[src/drive_command_decoder_failsafe_macros.svh]
// assertion macros for the drive command decoder
`ifndef DRIVE_COMMAND_DECODER_FAILSAFE_MACROS_SVH
`define DRIVE_COMMAND_DECODER_FAILSAFE_MACROS_SVH

`ifndef SYNTHESIS
`define DCDF_ASSERT_NOW(lbl, ante, cons) \
    lbl: assert property (@(posedge i_clk) disable iff (!i_rst_n) (ante) |-> (cons)) \
        else $error("drive command decoder assertion failed");
`define DCDF_ASSERT_NEXT(lbl, ante, cons) \
    lbl: assert property (@(posedge i_clk) disable iff (!i_rst_n) (ante) |=> (cons)) \
        else $error("drive command decoder assertion failed");
`else
`define DCDF_ASSERT_NOW(lbl, ante, cons)
`define DCDF_ASSERT_NEXT(lbl, ante, cons)
`endif

`endif

[src/dcdf_pkg.sv]
`default_nettype none

package dcdf_pkg;

    localparam int unsigned CountWidth = 17;
    localparam int unsigned DutyWidth  = 9;
    localparam int unsigned CfgIdxWidth = 2;

    localparam logic [CountWidth-1:0] StopTimeoutReset = 17'd500;
    localparam logic [CountWidth-1:0] DisconnectReset  = 17'd60000;
    localparam logic [CountWidth-1:0] IdleCapReset     = 17'd70000;

    localparam logic [7:0] CommandLength = 8'd4;
    localparam logic signed [10:0] AxisCentre = 11'sd127;
    localparam logic signed [10:0] FullDuty   = 11'sd256;

    typedef enum logic [CfgIdxWidth-1:0] {
        CFG_STOP_TIMEOUT = 2'd0,
        CFG_DISCONNECT   = 2'd1,
        CFG_IDLE_CAP     = 2'd2
    } t_cfg_idx;

    typedef struct packed {
        logic                 dir;
        logic [DutyWidth-1:0] duty;
    } t_motor;

    typedef struct packed {
        logic       is_cmd;
        logic       is_idle;
        logic [7:0] lamp;
        t_motor     left;
        t_motor     right;
    } t_cmd;

    typedef struct packed {
        logic       accepted;
        logic [7:0] lamp;
        t_motor     left;
        t_motor     right;
        logic       stop;
        logic       disc;
    } t_result;

    function automatic t_motor drive(input logic signed [10:0] s);
        t_motor m;
        if (s >= 0) begin
            m.dir  = 1'b1;
            m.duty = DutyWidth'(FullDuty - s);
        end else begin
            m.dir  = 1'b0;
            m.duty = DutyWidth'(-s);
        end
        return m;
    endfunction

endpackage

`default_nettype wire

[src/drive_command_decoder_failsafe.sv]
`default_nettype none

// Drive command decoder with idle failsafe. Each poll item is registered on
// input and its result is then captured in the output register once the
// output register is free to take it; one item is accepted every cycle
// while the output is not stalled; the decode, the idle
// counter update and the failsafe compare all sit in the single stage between
// the input register and the output register. Configuration writes are taken
// in any cycle and are meant to be issued only while no item is in flight.

`include "drive_command_decoder_failsafe_macros.svh"

module drive_command_decoder_failsafe (
    input  wire logic                               i_clk,
    input  wire logic                               i_rst_n,
    input  wire logic                               i_in_valid,
    output      logic                               o_in_stall,
    input  wire logic                               i_operation,
    input  wire logic [7:0]                         i_packet_length,
    input  wire logic [7:0]                         i_first_byte,
    input  wire logic [7:0]                         i_second_byte,
    input  wire logic [7:0]                         i_third_byte,
    input  wire logic [7:0]                         i_check_byte,
    output      logic                               o_out_valid,
    input  wire logic                               i_out_stall,
    output      logic                               o_command_accepted,
    output      logic [7:0]                         o_lamp_duty,
    output      logic                               o_left_direction,
    output      logic [8:0]                         o_left_duty,
    output      logic                               o_right_direction,
    output      logic [8:0]                         o_right_duty,
    output      logic                               o_failsafe_stop,
    output      logic                               o_disconnected,
    input  wire logic                               i_cfg_valid,
    output      logic                               o_cfg_ready,
    input  wire logic [dcdf_pkg::CfgIdxWidth-1:0]   i_cfg_index,
    input  wire logic [dcdf_pkg::CountWidth-1:0]    i_cfg_data
);

    logic                            r_in_valid;
    logic                            r_operation;
    logic [7:0]                      r_packet_length;
    logic [7:0]                      r_first_byte;
    logic [7:0]                      r_second_byte;
    logic [7:0]                      r_third_byte;
    logic [7:0]                      r_check_byte;
    logic                            r_out_valid;
    dcdf_pkg::t_result               r_result;
    dcdf_pkg::t_result               result;
    dcdf_pkg::t_cmd                  cmd;
    logic [dcdf_pkg::CountWidth-1:0] r_stop_ticks;
    logic [dcdf_pkg::CountWidth-1:0] r_disc_ticks;
    logic [dcdf_pkg::CountWidth-1:0] r_idle_cap;
    logic                            out_free;
    logic                            advance;
    logic                            in_accept;

    assign out_free   = !r_out_valid || !i_out_stall;
    assign advance    = r_in_valid && out_free;
    assign o_in_stall = r_in_valid && !out_free;
    assign in_accept  = i_in_valid && !o_in_stall;
    assign o_cfg_ready = 1'b1;

    // config registers
    always_ff @(posedge i_clk) begin
        if (!i_rst_n) begin
            r_stop_ticks <= dcdf_pkg::StopTimeoutReset;
            r_disc_ticks <= dcdf_pkg::DisconnectReset;
            r_idle_cap   <= dcdf_pkg::IdleCapReset;
        end else if (i_cfg_valid && o_cfg_ready) begin
            unique case (i_cfg_index)
                dcdf_pkg::CFG_STOP_TIMEOUT: r_stop_ticks <= i_cfg_data;
                dcdf_pkg::CFG_DISCONNECT:   r_disc_ticks <= i_cfg_data;
                dcdf_pkg::CFG_IDLE_CAP:     r_idle_cap   <= i_cfg_data;
                default: ;
            endcase
        end
    end

    // input register
    always_ff @(posedge i_clk) begin
        if (!i_rst_n) begin
            r_in_valid <= 1'b0;
        end else if (in_accept) begin
            r_in_valid <= 1'b1;
        end else if (advance) begin
            r_in_valid <= 1'b0;
        end
    end

    always_ff @(posedge i_clk) begin
        if (in_accept) begin
            r_operation     <= i_operation;
            r_packet_length <= i_packet_length;
            r_first_byte    <= i_first_byte;
            r_second_byte   <= i_second_byte;
            r_third_byte    <= i_third_byte;
            r_check_byte    <= i_check_byte;
        end
    end

    dcdf_decode u_decode (
        .i_operation     (r_operation),
        .i_packet_length (r_packet_length),
        .i_first_byte    (r_first_byte),
        .i_second_byte   (r_second_byte),
        .i_third_byte    (r_third_byte),
        .i_check_byte    (r_check_byte),
        .o_cmd           (cmd)
    );

    dcdf_state u_state (
        .i_clk        (i_clk),
        .i_rst_n      (i_rst_n),
        .i_update     (advance),
        .i_cmd        (cmd),
        .i_stop_ticks (r_stop_ticks),
        .i_disc_ticks (r_disc_ticks),
        .i_idle_cap   (r_idle_cap),
        .o_result     (result)
    );

    // output register
    always_ff @(posedge i_clk) begin
        if (!i_rst_n) begin
            r_out_valid <= 1'b0;
        end else if (advance) begin
            r_out_valid <= 1'b1;
        end else if (!i_out_stall) begin
            r_out_valid <= 1'b0;
        end
    end

    always_ff @(posedge i_clk) begin
        if (advance) begin
            r_result <= result;
        end
    end

    assign o_out_valid        = r_out_valid;
    assign o_command_accepted = r_result.accepted;
    assign o_lamp_duty        = r_result.lamp;
    assign o_left_direction   = r_result.left.dir;
    assign o_left_duty        = r_result.left.duty;
    assign o_right_direction  = r_result.right.dir;
    assign o_right_duty       = r_result.right.duty;
    assign o_failsafe_stop    = r_result.stop;
    assign o_disconnected     = r_result.disc;

    `DCDF_ASSERT_NOW(a_stop_disc_excl, o_out_valid, !(o_failsafe_stop && o_disconnected))
    `DCDF_ASSERT_NOW(a_stop_forces_off, o_out_valid && o_failsafe_stop,
        o_lamp_duty == 8'd0 && o_left_duty == 9'd256 && o_right_duty == 9'd256)
    `DCDF_ASSERT_NEXT(a_held_item_kept, r_in_valid && !out_free, r_in_valid)

endmodule

`default_nettype wire

[src/dcdf_decode.sv]
`default_nettype none

module dcdf_decode (
    input  wire logic         i_operation,
    input  wire logic [7:0]   i_packet_length,
    input  wire logic [7:0]   i_first_byte,
    input  wire logic [7:0]   i_second_byte,
    input  wire logic [7:0]   i_third_byte,
    input  wire logic [7:0]   i_check_byte,
    output dcdf_pkg::t_cmd    o_cmd
);

    logic [7:0]         sum;
    logic signed [10:0] x;
    logic signed [10:0] y;
    logic signed [10:0] ax;
    logic signed [10:0] ay;
    logic               spin;

    always_comb begin
        sum  = 8'(i_first_byte + i_second_byte + i_third_byte);
        x    = (signed'({3'b000, i_first_byte}) - dcdf_pkg::AxisCentre) <<< 1;
        y    = (signed'({3'b000, i_second_byte}) - dcdf_pkg::AxisCentre) <<< 1;
        ax   = (x < 0) ? -x : x;
        ay   = (y < 0) ? -y : y;
        spin = ax > ay;

        o_cmd.is_idle = !i_operation || (i_packet_length == 8'd0);
        o_cmd.is_cmd  = i_operation && (i_packet_length == dcdf_pkg::CommandLength)
                        && (sum == i_check_byte);
        o_cmd.lamp    = i_third_byte;
        o_cmd.left    = dcdf_pkg::drive(spin ? x : y);
        o_cmd.right   = dcdf_pkg::drive(spin ? -x : y);
    end

endmodule

`default_nettype wire

[src/dcdf_state.sv]
`default_nettype none

module dcdf_state (
    input  wire logic                              i_clk,
    input  wire logic                              i_rst_n,
    input  wire logic                              i_update,
    input  wire dcdf_pkg::t_cmd                    i_cmd,
    input  wire logic [dcdf_pkg::CountWidth-1:0]   i_stop_ticks,
    input  wire logic [dcdf_pkg::CountWidth-1:0]   i_disc_ticks,
    input  wire logic [dcdf_pkg::CountWidth-1:0]   i_idle_cap,
    output dcdf_pkg::t_result                      o_result
);

    logic [dcdf_pkg::CountWidth-1:0] r_idle_count;
    logic [dcdf_pkg::CountWidth-1:0] n_idle_count;
    logic [7:0]                      r_lamp;
    logic [7:0]                      n_lamp;
    dcdf_pkg::t_motor                r_left;
    dcdf_pkg::t_motor                n_left;
    dcdf_pkg::t_motor                r_right;
    dcdf_pkg::t_motor                n_right;
    logic                            disc;
    logic                            stop;

    always_comb begin
        n_idle_count = r_idle_count;
        n_lamp       = r_lamp;
        n_left       = r_left;
        n_right      = r_right;
        if (i_cmd.is_idle) begin
            if (r_idle_count < i_idle_cap) begin
                n_idle_count = r_idle_count + 1'b1;
            end
        end else if (i_cmd.is_cmd) begin
            n_idle_count = '0;
            n_lamp       = i_cmd.lamp;
            n_left       = i_cmd.left;
            n_right      = i_cmd.right;
        end

        disc = n_idle_count == i_disc_ticks;
        stop = !disc && (n_idle_count == i_stop_ticks);
        if (stop) begin
            n_lamp  = '0;
            n_left  = dcdf_pkg::drive(11'sd0);
            n_right = dcdf_pkg::drive(11'sd0);
        end

        o_result.accepted = i_cmd.is_cmd && !i_cmd.is_idle;
        o_result.lamp     = n_lamp;
        o_result.left     = n_left;
        o_result.right    = n_right;
        o_result.stop     = stop;
        o_result.disc     = disc;
    end

    always_ff @(posedge i_clk) begin
        if (!i_rst_n) begin
            r_idle_count <= '0;
            r_lamp       <= '0;
            r_left       <= '0;
            r_right      <= '0;
        end else if (i_update) begin
            r_idle_count <= n_idle_count;
            r_lamp       <= n_lamp;
            r_left       <= n_left;
            r_right      <= n_right;
        end
    end

endmodule

`default_nettype wire
[config.mk]
export PLATFORM = sky130hd
export DESIGN_NAME = drive_command_decoder_failsafe
export DESIGN_NICKNAME = d
export VERILOG_FILES = /design/src/dcdf_pkg.sv /design/src/drive_command_decoder_failsafe.sv /design/src/dcdf_decode.sv /design/src/dcdf_state.sv
export VERILOG_INCLUDE_DIRS = /design/src /design/src/src
export SDC_FILE = /design/constraint.sdc
export NUM_CORES = 1
export LEC_CHECK = 0
export ABC_AREA = 0
export BUFFER_PORTS_ARGS = -buffer_cell sky130_fd_sc_hd__buf_2
export CAP_MARGIN = 20
export CORE_MARGIN = 4
export CORE_UTILIZATION = 50
export CTS_CLUSTER_DIAMETER = 40
export DETAILED_ROUTE_END_ITERATION = 10
export PLACE_DENSITY_LB_ADDON = 0.25
export SLEW_MARGIN = 20
export SYNTH_ARGS = -nofsm -noshare
export SYNTH_HDL_FRONTEND = slang
export SYNTH_SLANG_ARGS = --single-unit
[constraint.sdc]
create_clock -name i_clk -period 6.5 [get_ports i_clk]
set_input_delay 0.975 -clock i_clk [delete_from_list [all_inputs] [get_ports i_clk]]
set_output_delay 0.975 -clock i_clk [all_outputs]
set_load 0.01 [all_outputs]
# Yosys cells after proc, flatten, opt, wreduce, memory -nomap -nowiden
# Index checks and enable logic that the tools add are counted.
[totals] inputBits=65 output_inout_bits=34 n_memories=0 romBits=0 ram_bits=0 latch_bits=0 reg_bits=170 elab_cells=93
[classes] eq_ne=7 div_mod_pow=0 shifts=0 n_mux=22 n_lt_le_gt_ge=6 n_mul=0 n_addsub=11 reduce_logical=22 bitwise_logic=0
[op_table] cell="10-bit 2-to-1 mux" count=8
[op_table] cell="17-bit 2-to-1 mux" count=3
[op_table] cell="11-bit 2-to-1 mux" count=4
[op_table] cell="17-bit equality test" count=2
[op_table] cell="8-bit 2-to-1 mux" count=3
[op_table] cell="11-bit by 1-bit greater-or-equal comparator with 1-bit output, second input constant" count=2
[op_table] cell="10-bit negation with 11-bit output" count=2
[op_table] cell="10-bit by 1-bit < comparator with 1-bit output, second input constant" count=2
[op_table] cell="9-bit negation" count=2
[op_table] cell="8-bit by 7-bit subtractor with 9-bit output, second input constant" count=2
[op_table] cell="9-bit subtractor, first input constant" count=2
[op_table] cell="17-bit by 1-bit adder with 17-bit output, second input constant" count=1
[op_table] cell="17-bit < comparator" count=1
[op_table] cell="8-bit adder" count=2
[op_table] cell="11-bit > comparator" count=1
[op_table] cell="8-bit by 3-bit equality test with 1-bit output, second input constant" count=1
[op_table] cell="8-bit equality test" count=1
[op_table] cell="8-bit zero test" count=1
[op_table] cell="1-bit logical AND" count=7
[op_table] cell="1-bit zero test" count=7
[op_table] cell="2-bit AND reduction" count=3
[op_table] cell="1-bit 2-to-1 mux" count=4
[op_table] cell="2-bit by 1-bit equality test with 1-bit output, second input constant" count=1
[op_table] cell="2-bit equality test, second input constant" count=1
[op_table] cell="other kinds (4)" count=5

# Depth between registers and ports, before layout
[depth] depth_word=10 mapped_depth=26 mapped_depth_nobuf=24

# Hierarchy
# Synthesis repeated with hierarchy kept, for this count alone.
[unflattened] cells_unflattened=1279 hier_area_um2=11268.3
[modules_own_cells] module="dcdf_state" area_each_um2=4732.0 seq_area_each_um2=900.9 n_inst=1 cells_per_inst=683
[modules_own_cells] module="drive_command_decoder_failsafe" area_each_um2=4284.1 seq_area_each_um2=3223.1 n_inst=1 cells_per_inst=285
[modules_own_cells] module="dcdf_decode" area_each_um2=2252.2 seq_area_each_um2=0.0 n_inst=1 cells_per_inst=311

# Worst setup path after synthesis
# Ideal clock, no wire load.
[synth_path] kind="register -> register" from="reg r_first_byte[0]" to="reg u_state.r_left[5] (netlist name)" period_less_slack_ns=5.105 required_ns=6.368 arrival_ns=4.972 setup_time_ns=0.132 stages_incl_launch_ff=26 slack_ns=1.395 n_path_buf=3 path_cell_list="edfxtp_1 > ha_1 > xnor2_1 > and2_1 > and3_1 > clkbuf_1 > nand3_1 > nor2_1 > ha_1 > ha_1 > nand4_1 > nor2_1 > a32oi_1 > o21ai_0 > a21oi_1 > clkbuf_1 > clkbuf_1 > mux2i_1 > inv_1 > ha_1 > and3_1 > o21ai_0 > a22oi_1 > nor2b_1 > o21ai_1 > a21oi_1"
[synth_between] elab_chain_len=10 word_cells_on_any_way=23 classes_between="add/sub: 6; order compare: 3; eq/ne: 3; mux: 8; reduce/logical: 3"
[synth_rtl] item="from (decl)" line_no="drive_command_decoder_failsafe.sv:43" text="logic [7:0] r_first_byte;"
[synth_rtl] item="from (signal assigned)" line_no="drive_command_decoder_failsafe.sv:95" text="r_first_byte <= i_first_byte;"
[synth_rtl] item="8-bit by 7-bit subtractor with 9-bit output / 8-bit adder (equally long branches)" line_no="dcdf_decode.sv:22, dcdf_decode.sv:21"
[synth_rtl] item="10-bit negation with 11-bit output, or another cell as far along" line_no="dcdf_decode.sv:24" text="ax = (x < 0) ? -x : x;"
[synth_rtl] item="11-bit 2-to-1 mux / 8-bit equality test (equally long branches)" line_no="dcdf_decode.sv:24, dcdf_decode.sv:30"
[synth_rtl] item="11-bit > comparator / 1-bit logical AND (equally long branches)" line_no="dcdf_decode.sv:26, dcdf_decode.sv:30"
[synth_rtl] item="11-bit 2-to-1 mux / 17-bit 2-to-1 mux (equally long branches)" line_no="dcdf_decode.sv:32, dcdf_state.sv:34"
[synth_rtl] item="9-bit negation, or another cell as far along" line_no="dcdf_pkg.sv:52" text="m.duty = DutyWidth'(-s);"
[synth_rtl] item="10-bit 2-to-1 mux / 17-bit equality test (equally long branches)" line_no="dcdf_pkg.sv:47, dcdf_state.sv:41"
[synth_rtl] item="10-bit 2-to-1 mux / 1-bit zero test (equally long branches)" line_no="dcdf_state.sv:34, dcdf_state.sv:42"
[synth_rtl] item="10-bit 2-to-1 mux / 1-bit logical AND (equally long branches)" line_no="dcdf_state.sv:30, dcdf_state.sv:42"
[synth_rtl] item="10-bit 2-to-1 mux (*)" line_no="dcdf_state.sv:43" text="if (stop) begin"
[synth_rtl] item="to (signal assigned)" line_no="dcdf_state.sv:66" text="r_left <= n_left;"
[synth_rtl] item="to (decl)" line_no="dcdf_state.sv:18" text="dcdf_pkg::t_motor r_left;"
# Mark *: on every way between the ends. The rest lies on a longest branch, timed or not.
# A chain may end at the register's enable or synchronous reset.

# Worst setup path in the final report
[layout_path] from="reg r_first_byte[0]" to="reg u_state.r_left[9] (netlist name)"
[layout_between] elab_chain_len=10 word_cells_on_any_way=21 classes_between="add/sub: 4; order compare: 3; eq/ne: 3; mux: 8; reduce/logical: 3"
[layout_rtl] item="8-bit by 7-bit subtractor with 9-bit output / 8-bit adder (equally long branches)" line_no="dcdf_decode.sv:22, dcdf_decode.sv:21"
[layout_rtl] item="10-bit negation with 11-bit output, or another cell as far along" line_no="dcdf_decode.sv:24"
[layout_rtl] item="11-bit 2-to-1 mux / 8-bit equality test (equally long branches)" line_no="dcdf_decode.sv:24, dcdf_decode.sv:30"
[layout_rtl] item="11-bit > comparator / 1-bit logical AND (equally long branches)" line_no="dcdf_decode.sv:26, dcdf_decode.sv:30"
[layout_rtl] item="11-bit 2-to-1 mux / 17-bit 2-to-1 mux (equally long branches)" line_no="dcdf_decode.sv:32, dcdf_state.sv:34"
[layout_rtl] item="11-bit by 1-bit greater-or-equal comparator with 1-bit output / 17-bit 2-to-1 mux (equally long branches)" line_no="dcdf_pkg.sv:47, dcdf_state.sv:30"
[layout_rtl] item="10-bit 2-to-1 mux / 17-bit equality test (equally long branches)" line_no="dcdf_pkg.sv:47, dcdf_state.sv:41"
[layout_rtl] item="10-bit 2-to-1 mux / 1-bit zero test (equally long branches)" line_no="dcdf_state.sv:34, dcdf_state.sv:42"
[layout_rtl] item="10-bit 2-to-1 mux / 1-bit logical AND (equally long branches)" line_no="dcdf_state.sv:30, dcdf_state.sv:42"
[layout_rtl] item="10-bit 2-to-1 mux (*)" line_no="dcdf_state.sv:43"
# Marked as above.

==> run metrics <==
outcome=finished clean; IO Count=between 90 and 100; dominant synthesized flop cell=dfxtp_1; Buf/Inv on CP=6; Final Net Count=~1400; Clock Sinks=170; wire length per cell=approximately 19 um; Slew Limit Fails=0; Yosys warning total=0; slew margin rel.=between 30% and 40%; cell count after synthesis=about 1200; Rows=between 50 and 60; largest net degree at the start of global routing=between 70 and 80; CTS tree=yes; antenna viol nets, final=0; Max clock buf depth=2; Starting Density=roughly half; # Post-CTS Setup Buffers=0; DRC violations left=0; Hold Slack=roughly 0.45 ns; routability congestion estimate=a little under 1; die area=between 20000 and 25000 sq um; setup TNS=0 ns; Worst Path Arrival=just under 6 ns; Fmax achieved=about 180 MHz; unrepaired setup endpoints after global routing=no; Area Growth Syn to Fin=13.2%; Final Critical Period=5.51 ns; Post-synth EDFFs=slightly above 70; Max FO, Critical Path=60; PwrDens=approximately 230 nW/um^2; CP Data Required Time=approximately 6.8 ns; Num CTS Buffers=17; Leak=around 4.4 nW; Yosys cell types=77; internal power=1.86 mW; Worst-Margin Slew=about 0.9 ns; Comb power frac=16.2%; fillers=around 1800; endpoints failing hold=0; Hold Crit Class=reg2reg; Post-Synthesis Cell Area=10100 sq um; Vias=8910; Reg area=4120 sq um; Reg power frac=45.2%; Iter 0 DRT Violations=1121; H-Tree Depth=4; footprint of the multi-input gates=5580 sq um; CP Cell Sequence=inv_1 -> fa_1 -> inv_1 -> ha_1 -> inv_1 -> fa_1 -> nor2b_1 -> o21a_1 -> o211a_1 -> o21ai_0 -> a2111oi_4 -> buf_4 -> inv_1 -> o21ai_0 -> a22o_1 -> nand4_2 -> o211ai_4 -> buf_4 -> a21oi_1 -> o221a_2; Clock Skew=about 0.011 ns; most used cell, CP=inv_1; post-synthesis sequential area ratio=40.9%; clock tree root buffer cell=clkbuf_16; Post-Syn Area per Cell=about 8.6 sq um; switching share of power=slightly below 30%; CP Class=reg2reg; Top delay family on crit path=compound AO/OA/AOI/OAI gates; clock-pin slew on the worst setup and hold paths=approximately 0.070 ns; Yosys reg bits=170; crit path capture type=register; layout cell share with drive strength beyond 1=between 10% and 20%; Core Area=slightly below 20000 sq um; maxcap violations=0; worst-skew pair later-pin latency=between 0.4 and 0.5 ns; ANT cells=0; IO Port Bufs=97; Final period util=84.8%; Clock power frac=between 30% and 40%; largest vdd supply drop=a little under 0.2 mV; vias in the first global route=between 8000 and 9000; Slowest cell on crit path=a2111oi_4; post-CTS sizing=0; GR Util All Layers=between 20% and 30%; Setup-failing EPs final=0; die span in x=150 um; Pre-antenna DRT Iters=5; Detailed Route WL=about 29000 um; Overflow after GRT=0; CP Launch Type=register; asr flop ratio synth=0%; Crit path largest cell delay=0.65 ns; first-pass GRT wire length=around 45000 um; HPWL Detailed=approximately 21000 um; Die H=roughly 150 um; P_sw=around 0.76 mW; CTS Hold Bufs=0; initial antenna violation count=0; vias per cell=5.85
-- final cells by class --
class                      count  share of cell area (%)
clock inverter                15                    1.40
clock buffer                  17                    3.73
inverter                      45                    1.48
tap                          265                    2.91
sequential                   170                    36.2
multi-input combinational    897                    48.9
timing repair buffer         113                    5.42
-- metrics by stage --
stage / area [sq um] / std cells / total power [mW] / utilization, % / setup WS [ns]
after floorplan: 10100 / 1173 / 1.49 / - / 1.40
after global placement: 10800 / 1489 / 1.62 / 54.9 / 1.15
after detailed placement: 10800 / 1489 / 1.62 / 54.9 / 1.02
after CTS: 11400 / 1521 / 2.63 / 57.9 / 1.02
after global routing: 11400 / 1522 / 2.73 / 58.0 / 0.449
final: 11400 / 1522 / 2.62 / 58.0 / 0.990
-- cell usage after synthesis (all sizes together), types with 7 or more instances --
master | number | area [sq um]
ha | 38 | 475
nand4 | 17 | 113
nor3 | 16 | 85.1
and2 | 14 | 87.6
mux2i | 12 | 120
o21ai | 56 | 284
and3 | 27 | 169
edfxtp | 72 | 2160
nand3 | 47 | 235
or4 | 7 | 56.3
a32oi | 7 | 61.3
nand2 | 171 | 642
a21oi | 136 | 681
nand2b | 7 | 43.8
o211ai | 16 | 134
a211oi | 9 | 67.6
nor2b | 36 | 225
dfxtp | 98 | 1960
a2111oi | 9 | 111
xnor2 | 48 | 420
xor2 | 24 | 210
nor2 | 86 | 323
clkbuf | 50 | 188
fa | 8 | 160
inv | 45 | 169
buf | 11 | 58.8
or3 | 12 | 80.1
o21a | 9 | 67.6
-- kinds of logic after synthesis --
group / synth area share [%]
flops: 40.9
buf+inv: 4.12
fa+ha+maj: 6.31
xor+xnor: 6.48
other cells: 0.0745
compound gates: 18.3
mux: 1.30
simple gates: 22.4
-- metal layers --
metal	global-route usage (%)	wire length, um	vias to the layer above
met1	38.3	13300	4171
met5	0	0	-
li1	-	-	4328
met4	7.09	575	0
met3	5.48	2450	48
met2	37.8	12200	363
-- cells in the final DEF (no fill, tap or decap), drive strengths merged, types with 6 or more instances in the layout --
| master | instances |
|---|---|
| a2111oi | 9 |
| a211oi | 9 |
| a21oi | 136 |
| a221oi | 6 |
| a32oi | 7 |
| and2 | 14 |
| and3 | 27 |
| buf | 113 |
| clkbuf | 17 |
| dfxtp | 98 |
| edfxtp | 72 |
| fa | 8 |
| ha | 38 |
| inv | 54 |
| mux2i | 12 |
| nand2 | 171 |
| nand2b | 7 |
| nand3 | 47 |
| nand4 | 17 |
| nor2 | 86 |
| nor2b | 36 |
| nor3 | 16 |
| nor4 | 6 |
| o211ai | 16 |
| o21a | 9 |
| o21ai | 56 |
| or3 | 12 |
| or4 | 7 |
| xnor2 | 48 |
| xor2 | 24 |
-- tightest hold or removal path: cells and delay by family (launching register included) --
kind             cells  cell delay (ns)
AO/OA/AOI/OAI        1             0.05
flip-flops           1             0.31
AND/OR/NAND/NOR      1             0.05
-- final timing paths --
check,from,depth (start not counted),slack (ns),end
setup / recovery,r_first_byte[0],20,0.99,u_state.r_left[9]
hold / removal,u_state.r_lamp[6],2,0.45,u_state.r_lamp[6]
setup reg to reg,r_first_byte[0],20,0.99,u_state.r_left[9]
hold reg to reg,u_state.r_lamp[6],2,0.45,u_state.r_lamp[6]
-- power by group through the flow --
stage	logic, mW	registers (mW)	clock network (mW)
floorplan	0.291	1.20	0
global placement	0.411	1.21	0
detailed placement	0.416	1.21	0
CTS	0.420	1.18	1.03
global route	0.467	1.19	1.08
finish	0.424	1.18	1.01
-- state kept, by name (all words and copies together) (netlist names), 9 cells and up --
register              flops
r_disc_ticks             17
r_idle_cap               17
r_stop_ticks             17
u_state.r_idle_count     17
u_state.r_left           10
u_state.r_right          10
o_left_duty               9
o_right_duty              9
Note: power is estimated with default switching activity, not from simulation.
